==> config.mk <==
export PLATFORM = sky130hd
export DESIGN_NAME = modp_poly_proportional_check
export DESIGN_NICKNAME = d
export VERILOG_FILES = /design/src/hdl/mppc_pkg.sv /design/src/hdl/modp_poly_proportional_check.sv /design/src/hdl/mppc_queue.sv /design/src/hdl/mppc_mulmod.sv /design/src/hdl/mppc_engine.sv
export SDC_FILE = /design/constraint.sdc
export NUM_CORES = 1
export LEC_CHECK = 0
export BUFFER_PORTS_ARGS = -buffer_cell sky130_fd_sc_hd__buf_2
export CORE_MARGIN = 2
export CORE_UTILIZATION = 25
export DETAILED_ROUTE_END_ITERATION = 6
export PLACE_DENSITY = 0.48
export SYNTH_ARGS = -nofsm -noshare
export SYNTH_HDL_FRONTEND = slang
export SYNTH_HIERARCHICAL = 1
export SYNTH_SLANG_ARGS = --single-unit
==> constraint.sdc <==
create_clock -name clk -period 8.36 [get_ports clk]
set_input_delay 0.836 -clock clk [delete_from_list [all_inputs] [get_ports clk]]
set_output_delay 0.836 -clock clk [all_outputs]
set_load 0.01 [all_outputs]
==> src/hdl/mppc_pkg.sv <==
// Shared constants and types for the polynomial proportionality checker.
package mppc_pkg;

  localparam int unsigned MOD_BITS = 31;
  localparam logic [MOD_BITS-1:0] MOD_RESET = 31'h7FFF_FFFF;
  localparam logic [MOD_BITS-1:0] MOD_MIN = 31'd2;

  typedef enum logic [3:0] {
    ST_IDLE,
    ST_RED_C,
    ST_RED_R,
    ST_EVAL,
    ST_POW_CHK,
    ST_POW_M,
    ST_POW_S,
    ST_SCALE,
    ST_CHK,
    ST_VERIFY,
    ST_FIN
  } eng_state_t;

  typedef struct packed {
    logic busy;
    logic done;
  } mm_stat_t;

endpackage

==> src/hdl/modp_poly_proportional_check.sv <==
// Top level: tests two streamed polynomials over GF(p) for proportionality.
// Per pair: two reductions mod p and, once a scale is known with no mismatch, the check
//   product, all on one bit-serial modular multiplier of XW = max(COEFF_BITS, 31) bits.
// The first pair with a nonzero coefficient adds the Fermat inverse if both of its coefficients
//   are nonzero: up to 62 products on that multiplier. Throughput is set by that shared multiplier.
// A two-entry queue takes pairs while the back end works; the result waits in an output register.
// Reset (rst_n, synchronous, active low): p = 2^31-1, state cleared, queue empty.
module modp_poly_proportional_check #(
  parameter int unsigned COEFF_BITS = 31
) (
  input  logic                                 clk,
  input  logic                                 rst_n,
  input  logic                                 cfg_valid,
  output logic                                 cfg_ready,
  input  logic [mppc_pkg::MOD_BITS-1:0]        cfg_data,
  input  logic                                 in_tvalid,
  output logic                                 in_tready,
  // cur_coeff, ref_coeff, zero fill
  input  logic [((2*COEFF_BITS+7)/8)*8-1:0]    in_tdata,
  input  logic                                 in_tlast,
  output logic                                 out_tvalid,
  input  logic                                 out_tready,
  // is_proportional, scale_factor
  output logic [31:0]                          out_tdata
);

  localparam int unsigned CB = COEFF_BITS;
  localparam int unsigned MB = mppc_pkg::MOD_BITS;
  localparam int unsigned XW = (CB > MB) ? CB : MB;
  localparam int unsigned QW = 2 * CB + 1;

  logic [MB-1:0] p_r;
  logic [MB-1:0] p_act;
  logic          q_full;
  logic          q_valid;
  logic [QW-1:0] q_head;
  logic [1:0]    q_cnt;
  logic          q_pop;
  logic          mul_start;
  logic [XW-1:0] mul_a;
  logic [MB-1:0] mul_b;
  logic [MB-1:0] mul_res;
  mppc_pkg::mm_stat_t mul_stat;
  logic          res_prop;
  logic [MB-1:0] res_scale;

  assign cfg_ready = 1'b1;
  assign p_act     = (p_r < mppc_pkg::MOD_MIN) ? mppc_pkg::MOD_MIN : p_r;
  assign in_tready = !q_full;
  assign out_tdata = {res_scale, res_prop};

  always_ff @(posedge clk) begin
    if (!rst_n) begin
      p_r <= mppc_pkg::MOD_RESET;
    end else if (cfg_valid) begin
      p_r <= cfg_data;
    end
  end

  mppc_queue #(.QW(QW)) u_queue (
    .clk        (clk),
    .rst_n      (rst_n),
    .push       (in_tvalid),
    .push_data  ({in_tlast, in_tdata[2*CB-1:0]}),
    .full       (q_full),
    .pop        (q_pop),
    .head_valid (q_valid),
    .head_data  (q_head),
    .cnt        (q_cnt)
  );

  mppc_mulmod #(.XW(XW)) u_mulmod (
    .clk   (clk),
    .rst_n (rst_n),
    .start (mul_start),
    .a     (mul_a),
    .b     (mul_b),
    .p     (p_act),
    .stat  (mul_stat),
    .res   (mul_res)
  );

  mppc_engine #(.CB(CB), .XW(XW)) u_engine (
    .clk       (clk),
    .rst_n     (rst_n),
    .p_act     (p_act),
    .q_valid   (q_valid),
    .q_cur     (q_head[CB-1:0]),
    .q_ref     (q_head[2*CB-1:CB]),
    .q_last    (q_head[2*CB]),
    .q_pop     (q_pop),
    .mul_start (mul_start),
    .mul_a     (mul_a),
    .mul_b     (mul_b),
    .mul_stat  (mul_stat),
    .mul_res   (mul_res),
    .out_valid (out_tvalid),
    .out_ready (out_tready),
    .out_prop  (res_prop),
    .out_fac   (res_scale)
  );

  a_pop_nonempty: assert property (@(posedge clk) disable iff (!rst_n)
    q_pop |-> (q_cnt != 2'd0))
    else $error("pop from empty queue");

  a_ready_vs_cnt: assert property (@(posedge clk) disable iff (!rst_n)
    !in_tready |-> (q_cnt == 2'd2))
    else $error("input stalled with queue space");

  a_mul_no_restart: assert property (@(posedge clk) disable iff (!rst_n)
    mul_start |-> !mul_stat.busy)
    else $error("multiplier restarted while busy");

  a_scale_range: assert property (@(posedge clk) disable iff (!rst_n)
    out_tvalid |-> (res_scale < p_act))
    else $error("scale not reduced");

endmodule

==> src/hdl/mppc_queue.sv <==
// Front queue: two-entry FIFO of accepted coefficient pairs.
module mppc_queue #(
  parameter int unsigned QW = 63
) (
  input  logic          clk,
  input  logic          rst_n,
  input  logic          push,
  input  logic [QW-1:0] push_data,
  output logic          full,
  input  logic          pop,
  output logic          head_valid,
  output logic [QW-1:0] head_data,
  output logic [1:0]    cnt
);

  logic [QW-1:0] mem_r [2];
  logic          wp_r;
  logic          rp_r;
  logic [1:0]    cnt_r;
  logic          do_push;
  logic          do_pop;

  assign full       = (cnt_r == 2'd2);
  assign head_valid = (cnt_r != 2'd0);
  assign head_data  = mem_r[rp_r];
  assign cnt        = cnt_r;
  assign do_push    = push && !full;
  assign do_pop     = pop && head_valid;

  always_ff @(posedge clk) begin
    if (do_push) begin
      mem_r[wp_r] <= push_data;
    end
  end

  always_ff @(posedge clk) begin
    if (!rst_n) begin
      wp_r  <= 1'b0;
      rp_r  <= 1'b0;
      cnt_r <= 2'd0;
    end else begin
      if (do_push) begin
        wp_r <= !wp_r;
      end
      if (do_pop) begin
        rp_r <= !rp_r;
      end
      case ({do_push, do_pop})
        2'b10:   cnt_r <= cnt_r + 2'd1;
        2'b01:   cnt_r <= cnt_r - 2'd1;
        default: cnt_r <= cnt_r;
      endcase
    end
  end

endmodule

==> src/hdl/mppc_mulmod.sv <==
// Bit-serial modular multiplier: res = a * b mod p, one bit of a per cycle.
module mppc_mulmod #(
  parameter int unsigned XW = 31
) (
  input  logic                         clk,
  input  logic                         rst_n,
  input  logic                         start,
  input  logic [XW-1:0]                a,
  input  logic [mppc_pkg::MOD_BITS-1:0] b,
  input  logic [mppc_pkg::MOD_BITS-1:0] p,
  output mppc_pkg::mm_stat_t           stat,
  output logic [mppc_pkg::MOD_BITS-1:0] res
);

  localparam int unsigned MB = mppc_pkg::MOD_BITS;
  localparam int unsigned CW = $clog2(XW + 1);

  logic [XW-1:0] a_r;
  logic [MB-1:0] b_r;
  logic [MB-1:0] acc_r;
  logic [CW-1:0] cnt_r;
  logic          busy_r;
  logic          done_r;
  logic [MB+1:0] t1;
  logic [MB+1:0] t2;
  logic [MB+1:0] p_x;

  always_comb begin
    p_x = {2'b00, p};
    t1  = {1'b0, acc_r, 1'b0};
    if (t1 >= p_x) begin
      t1 = t1 - p_x;
    end
    t2 = t1 + (a_r[XW-1] ? {2'b00, b_r} : '0);
    if (t2 >= p_x) begin
      t2 = t2 - p_x;
    end
  end

  assign res       = acc_r;
  assign stat.busy = busy_r;
  assign stat.done = done_r;

  always_ff @(posedge clk) begin
    if (start) begin
      a_r   <= a;
      b_r   <= b;
      acc_r <= '0;
    end else if (busy_r) begin
      a_r   <= {a_r[XW-2:0], 1'b0};
      acc_r <= t2[MB-1:0];
    end
  end

  always_ff @(posedge clk) begin
    if (!rst_n) begin
      busy_r <= 1'b0;
      done_r <= 1'b0;
      cnt_r  <= '0;
    end else begin
      done_r <= 1'b0;
      if (start) begin
        busy_r <= 1'b1;
        cnt_r  <= CW'(XW);
      end else if (busy_r) begin
        cnt_r <= cnt_r - CW'(1);
        if (cnt_r == CW'(1)) begin
          busy_r <= 1'b0;
          done_r <= 1'b1;
        end
      end
    end
  end

endmodule

==> src/hdl/mppc_engine.sv <==
// Back end: reduces pairs, derives the scale by Fermat inverse, checks, emits the verdict.
module mppc_engine #(
  parameter int unsigned CB = 31,
  parameter int unsigned XW = 31
) (
  input  logic                          clk,
  input  logic                          rst_n,
  input  logic [mppc_pkg::MOD_BITS-1:0] p_act,
  input  logic                          q_valid,
  input  logic [CB-1:0]                 q_cur,
  input  logic [CB-1:0]                 q_ref,
  input  logic                          q_last,
  output logic                          q_pop,
  output logic                          mul_start,
  output logic [XW-1:0]                 mul_a,
  output logic [mppc_pkg::MOD_BITS-1:0] mul_b,
  input  mppc_pkg::mm_stat_t            mul_stat,
  input  logic [mppc_pkg::MOD_BITS-1:0] mul_res,
  output logic                          out_valid,
  input  logic                          out_ready,
  output logic                          out_prop,
  output logic [mppc_pkg::MOD_BITS-1:0] out_fac
);

  localparam int unsigned MB = mppc_pkg::MOD_BITS;
  localparam logic [MB-1:0] ONE = MB'(1);

  mppc_pkg::eng_state_t st_r, st_nxt;

  logic [CB-1:0] rraw_r;
  logic          last_r;
  logic [MB-1:0] c_r;
  logic [MB-1:0] r_r;
  logic [MB-1:0] acc_r;
  logic [MB-1:0] base_r;
  logic [MB-1:0] exp_r;
  logic [MB-1:0] scale_r;
  logic          seen_r;
  logic          mism_r;
  logic          outv_r;
  logic          prop_r;
  logic [MB-1:0] oscale_r;
  logic          out_free;
  logic          first_nz;
  logic          both_nz;

  assign out_free  = !outv_r || out_ready;
  assign first_nz  = !seen_r && ((c_r != '0) || (r_r != '0));
  assign both_nz   = (c_r != '0) && (r_r != '0);
  assign out_valid = outv_r;
  assign out_prop  = prop_r;
  assign out_fac   = oscale_r;

  always_comb begin
    st_nxt = st_r;
    case (st_r)
      mppc_pkg::ST_IDLE:    if (q_valid) st_nxt = mppc_pkg::ST_RED_C;
      mppc_pkg::ST_RED_C:   if (mul_stat.done) st_nxt = mppc_pkg::ST_RED_R;
      mppc_pkg::ST_RED_R:   if (mul_stat.done) st_nxt = mppc_pkg::ST_EVAL;
      mppc_pkg::ST_EVAL: begin
        st_nxt = (first_nz && both_nz) ? mppc_pkg::ST_POW_CHK : mppc_pkg::ST_CHK;
      end
      mppc_pkg::ST_POW_CHK: begin
        if (exp_r == '0) begin
          st_nxt = mppc_pkg::ST_SCALE;
        end else if (exp_r[0]) begin
          st_nxt = mppc_pkg::ST_POW_M;
        end else begin
          st_nxt = mppc_pkg::ST_POW_S;
        end
      end
      mppc_pkg::ST_POW_M:   if (mul_stat.done) st_nxt = mppc_pkg::ST_POW_S;
      mppc_pkg::ST_POW_S:   if (mul_stat.done) st_nxt = mppc_pkg::ST_POW_CHK;
      mppc_pkg::ST_SCALE:   if (mul_stat.done) st_nxt = mppc_pkg::ST_CHK;
      mppc_pkg::ST_CHK: begin
        st_nxt = (seen_r && !mism_r) ? mppc_pkg::ST_VERIFY : mppc_pkg::ST_FIN;
      end
      mppc_pkg::ST_VERIFY:  if (mul_stat.done) st_nxt = mppc_pkg::ST_FIN;
      mppc_pkg::ST_FIN: begin
        if (!last_r || out_free) st_nxt = mppc_pkg::ST_IDLE;
      end
      default:              st_nxt = mppc_pkg::ST_IDLE;
    endcase
  end

  always_comb begin
    q_pop     = 1'b0;
    mul_start = 1'b0;
    mul_a     = '0;
    mul_b     = ONE;
    case (st_r)
      mppc_pkg::ST_IDLE: begin
        q_pop     = q_valid;
        mul_start = q_valid;
        mul_a     = XW'(q_cur);
      end
      mppc_pkg::ST_RED_C: begin
        mul_start = mul_stat.done;
        mul_a     = XW'(rraw_r);
      end
      mppc_pkg::ST_POW_CHK: begin
        mul_start = 1'b1;
        if (exp_r == '0) begin
          mul_a = XW'(r_r);
          mul_b = acc_r;
        end else if (exp_r[0]) begin
          mul_a = XW'(acc_r);
          mul_b = base_r;
        end else begin
          mul_a = XW'(base_r);
          mul_b = base_r;
        end
      end
      mppc_pkg::ST_POW_M: begin
        mul_start = mul_stat.done;
        mul_a     = XW'(base_r);
        mul_b     = base_r;
      end
      mppc_pkg::ST_CHK: begin
        mul_start = seen_r && !mism_r;
        mul_a     = XW'(c_r);
        mul_b     = scale_r;
      end
      default: begin
        mul_start = 1'b0;
      end
    endcase
  end

  always_ff @(posedge clk) begin
    case (st_r)
      mppc_pkg::ST_IDLE: begin
        if (q_valid) begin
          rraw_r <= q_ref;
          last_r <= q_last;
        end
      end
      mppc_pkg::ST_RED_C: if (mul_stat.done) c_r <= mul_res;
      mppc_pkg::ST_RED_R: if (mul_stat.done) r_r <= mul_res;
      mppc_pkg::ST_EVAL: begin
        acc_r  <= ONE;
        base_r <= c_r;
        exp_r  <= p_act - MB'(2);
      end
      mppc_pkg::ST_POW_M: if (mul_stat.done) acc_r <= mul_res;
      mppc_pkg::ST_POW_S: begin
        if (mul_stat.done) begin
          base_r <= mul_res;
          exp_r  <= exp_r >> 1;
        end
      end
      default: begin
        last_r <= last_r;
      end
    endcase
  end

  always_ff @(posedge clk) begin
    if (!rst_n) begin
      st_r     <= mppc_pkg::ST_IDLE;
      seen_r   <= 1'b0;
      mism_r   <= 1'b0;
      scale_r  <= ONE;
      outv_r   <= 1'b0;
      prop_r   <= 1'b0;
      oscale_r <= ONE;
    end else begin
      st_r <= st_nxt;
      if (outv_r && out_ready) begin
        outv_r <= 1'b0;
      end
      case (st_r)
        mppc_pkg::ST_EVAL: begin
          if (first_nz) begin
            seen_r <= 1'b1;
            if (!both_nz) begin
              mism_r <= 1'b1;
            end
          end
        end
        mppc_pkg::ST_SCALE: if (mul_stat.done) scale_r <= mul_res;
        mppc_pkg::ST_VERIFY: begin
          if (mul_stat.done && (mul_res != r_r)) begin
            mism_r <= 1'b1;
          end
        end
        mppc_pkg::ST_FIN: begin
          if (last_r && out_free) begin
            outv_r   <= 1'b1;
            prop_r   <= !mism_r;
            oscale_r <= scale_r;
            seen_r   <= 1'b0;
            mism_r   <= 1'b0;
            scale_r  <= ONE;
          end
        end
        default: begin
          seen_r <= seen_r;
        end
      endcase
    end
  end

endmodule
==> results.toml <==
[synthesis]
netlist_area_mm2 = 0.0277
synthCells = 2686
synth_nets = 2887
ys_warn_count = 6
synth.avg_cell_area_um2 = 10.3

[route]
wl_per_cell_um = 22.0
routed_wirelength_um = 98100
drc = 0
first_pass_iters = 5
vias = 21800
ant_nets = 0
first_iter_violations = 1861
via_per_inst = 4.89

[layout]
drive_above_1_share = 0.226
final_util = 0.306
diodes = 0
final_cell_area_mm2 = 0.0338
layout.nets = 3128
fillCellCount = 11500
fin_cells = 4461
areaGrowthSynthToFinish_pct = 21.8

[timing]
min_period_ps = 8090
maxSlewHeadroom = 0.257
max_freq_mhz = 124
rsz0062_at_grt = "true"
setup_viol = 0
slew_viol_final = 0
whs_ps = 353
worst_pin_slew_ps = 1110
hold_violations = 0
period_share = 0.967
clock_skew_ps = 45.3

[clock_network]
insertion_delay_ps = 670
cts_buffers = 57
cts_max_level = 2
clkSinkCount = 519
clock_path_buffers = 3
cts_root_buf = "clkbuf_16"
clk_pin_slew_worst_paths_ps = 60
cts_tree = "done"

[critical_path]
max_stage_delay_ps = 410
crit_slowest_cell = "a311o_1"
crit_required_ps = 8910
path_class = "reg2reg"
cp_data_arrival_time_ps = 8630
critical_path.most_common_cell = "ha_1"
critPathLaunchType = "flip-flop"
worstSetupEndpointType = "flip-flop"
cp_max_fo = 6

[floorplanning]
die_x_um = 337
rows = 122
coreArea_mm2 = 0.110
die_h_um = 337
start_util = 0.251
ios = 136
dieArea_mm2 = 0.114

[place]
place_hpwl_um = 69800
io_buffers = 132
place_congestion = 0.880
placed_area_mm2 = 0.0312
dp_cells = 4342

[global_route]
grt_max_degree = 79
track_usage = 0.168
grt_overflow = 0
grt_pass1_wl_um = 141000
grt_pass1_vias = 20800
grt_antenna_before_repair = 1

[power]
power_density_mw_per_mm2 = 336
vdd_drop_max_v = 0.000195
p_leak_nw = 12.8
total_power_mw = 11.4

[min_path]
hold_path_class = "in2reg"

[outcome]
outcome = "finished, final reports clean"

[job]
max_cap_viol_count = 0
power breakdown:
| part | total, mW | internal [mW] | switching [mW] |
|---|---|---|---|
| Sequential | 3.61 | 3.38 | 0.233 |
| Clock | 2.59 | 1.46 | 1.13 |
| Combinational | 5.16 | 2.09 | 3.06 |
| Total | 11.4 | 6.93 | 4.42 |
cell type report:
type,instances,area (µm²),share of cell area
tap,1488,1860,0.0551
clock buffer,75,1580,0.0468
multi-input combinational,1889,13000,0.386
sequential,519,14100,0.419
timing repair buffer,360,2450,0.0727
inverter,100,375,0.0111
clock inverter,30,307,0.00908
sequential cells by signal, indices dropped and copies added, names as in the netlist, 4 cells and up, named ones only:
signal	flops
u_mulmod/a_r	31
u_engine/rraw_r	31
u_mulmod/res	31
u_engine/r_r	31
u_engine/exp_r	31
u_queue/mem_r	126
p_r	31
u_mulmod/cnt_r	5
u_engine/out_fac	31
u_engine/st_r	4
u_mulmod/b_r	31
u_engine/scale_r	31
u_engine/acc_r	31
u_engine/base_r	31
u_engine/c_r	31
what timing repair did:
item,in CTS,in global routing
buffers inserted,1,11
pin swaps,9,50
hold buffers,0,0
hold endpoints to repair,0,0
endpoints found under the setup margin,31,31
gates cloned,0,2
gates resized for setup,11,123
cell usage in the layout (no fill, tap or decap), types with 23 or more instances in the layout:
cell         n
edfxtp_1   375
nand2_1    373
buf_4      216
dfxtp_1    141
buf_2      131
o21ai_0    115
a21oi_1    111
nor2_1      99
inv_1       97
mux2_2      95
a22oi_1     90
ha_1        89
xnor2_1     82
a21boi_0    64
nand3_1     62
clkbuf_16   60
nor3_1      55
xor2_1      52
and3_1      44
nor4_1      40
and2_1      39
a21o_1      39
mux2i_1     33
o2111ai_1   33
nand4_1     29
nand2b_1    23
worst max-delay path: cells and delay by family, from the launching register on:
family / cells / cell delay [ps]
adders and majority gates: 3 / 1000
and+or+nand+nor: 11 / 1570
xor gates and xnor gates: 1 / 240
AOI/OAI and AO/OA: 17 / 3900
DFF: 1 / 330
buffers and inverters: 6 / 930
per-layer routing:
| layer | share of wire | wire length, µm | track usage | up-vias |
|---|---|---|---|---|
| met4 | 0.032 | 3110 | 0.0522 | 0 |
| met5 | 0 | 0 | 0 | - |
| met1 | 0.45 | 43700 | 0.228 | 10600 |
| met2 | 0.44 | 43600 | 0.262 | 686 |
| li1 | - | - | - | 10400 |
| met3 | 0.078 | 7650 | 0.0398 | 134 |
stage by stage:
| step | setup WS [ps] | TNS (ps) |
|---|---|---|
| CTS | 0.386 | 0 |
| global route | -179 | -3340 |
| finish | 275 | 0 |
| global placement | -334 | -7730 |
| detailed placement | -457 | -8870 |
| floorplan | 455 | 0 |
worst paths after layout:
check | endpoint | depth (start not counted) | startpoint | slack, ps
worst min register to register | u_engine/out_fac[23] | 2 | u_engine/out_fac[23] | 460
worst min-delay path | u_queue/mem_r[0][13] | 1 | in_tdata[13] | 350
worst max-delay path | u_mulmod/res[11] | 38 | p_r[7] | 270
worst max register to register | u_mulmod/res[11] | 38 | p_r[7] | 270
Note: power is estimated with default switching activity, not from simulation.
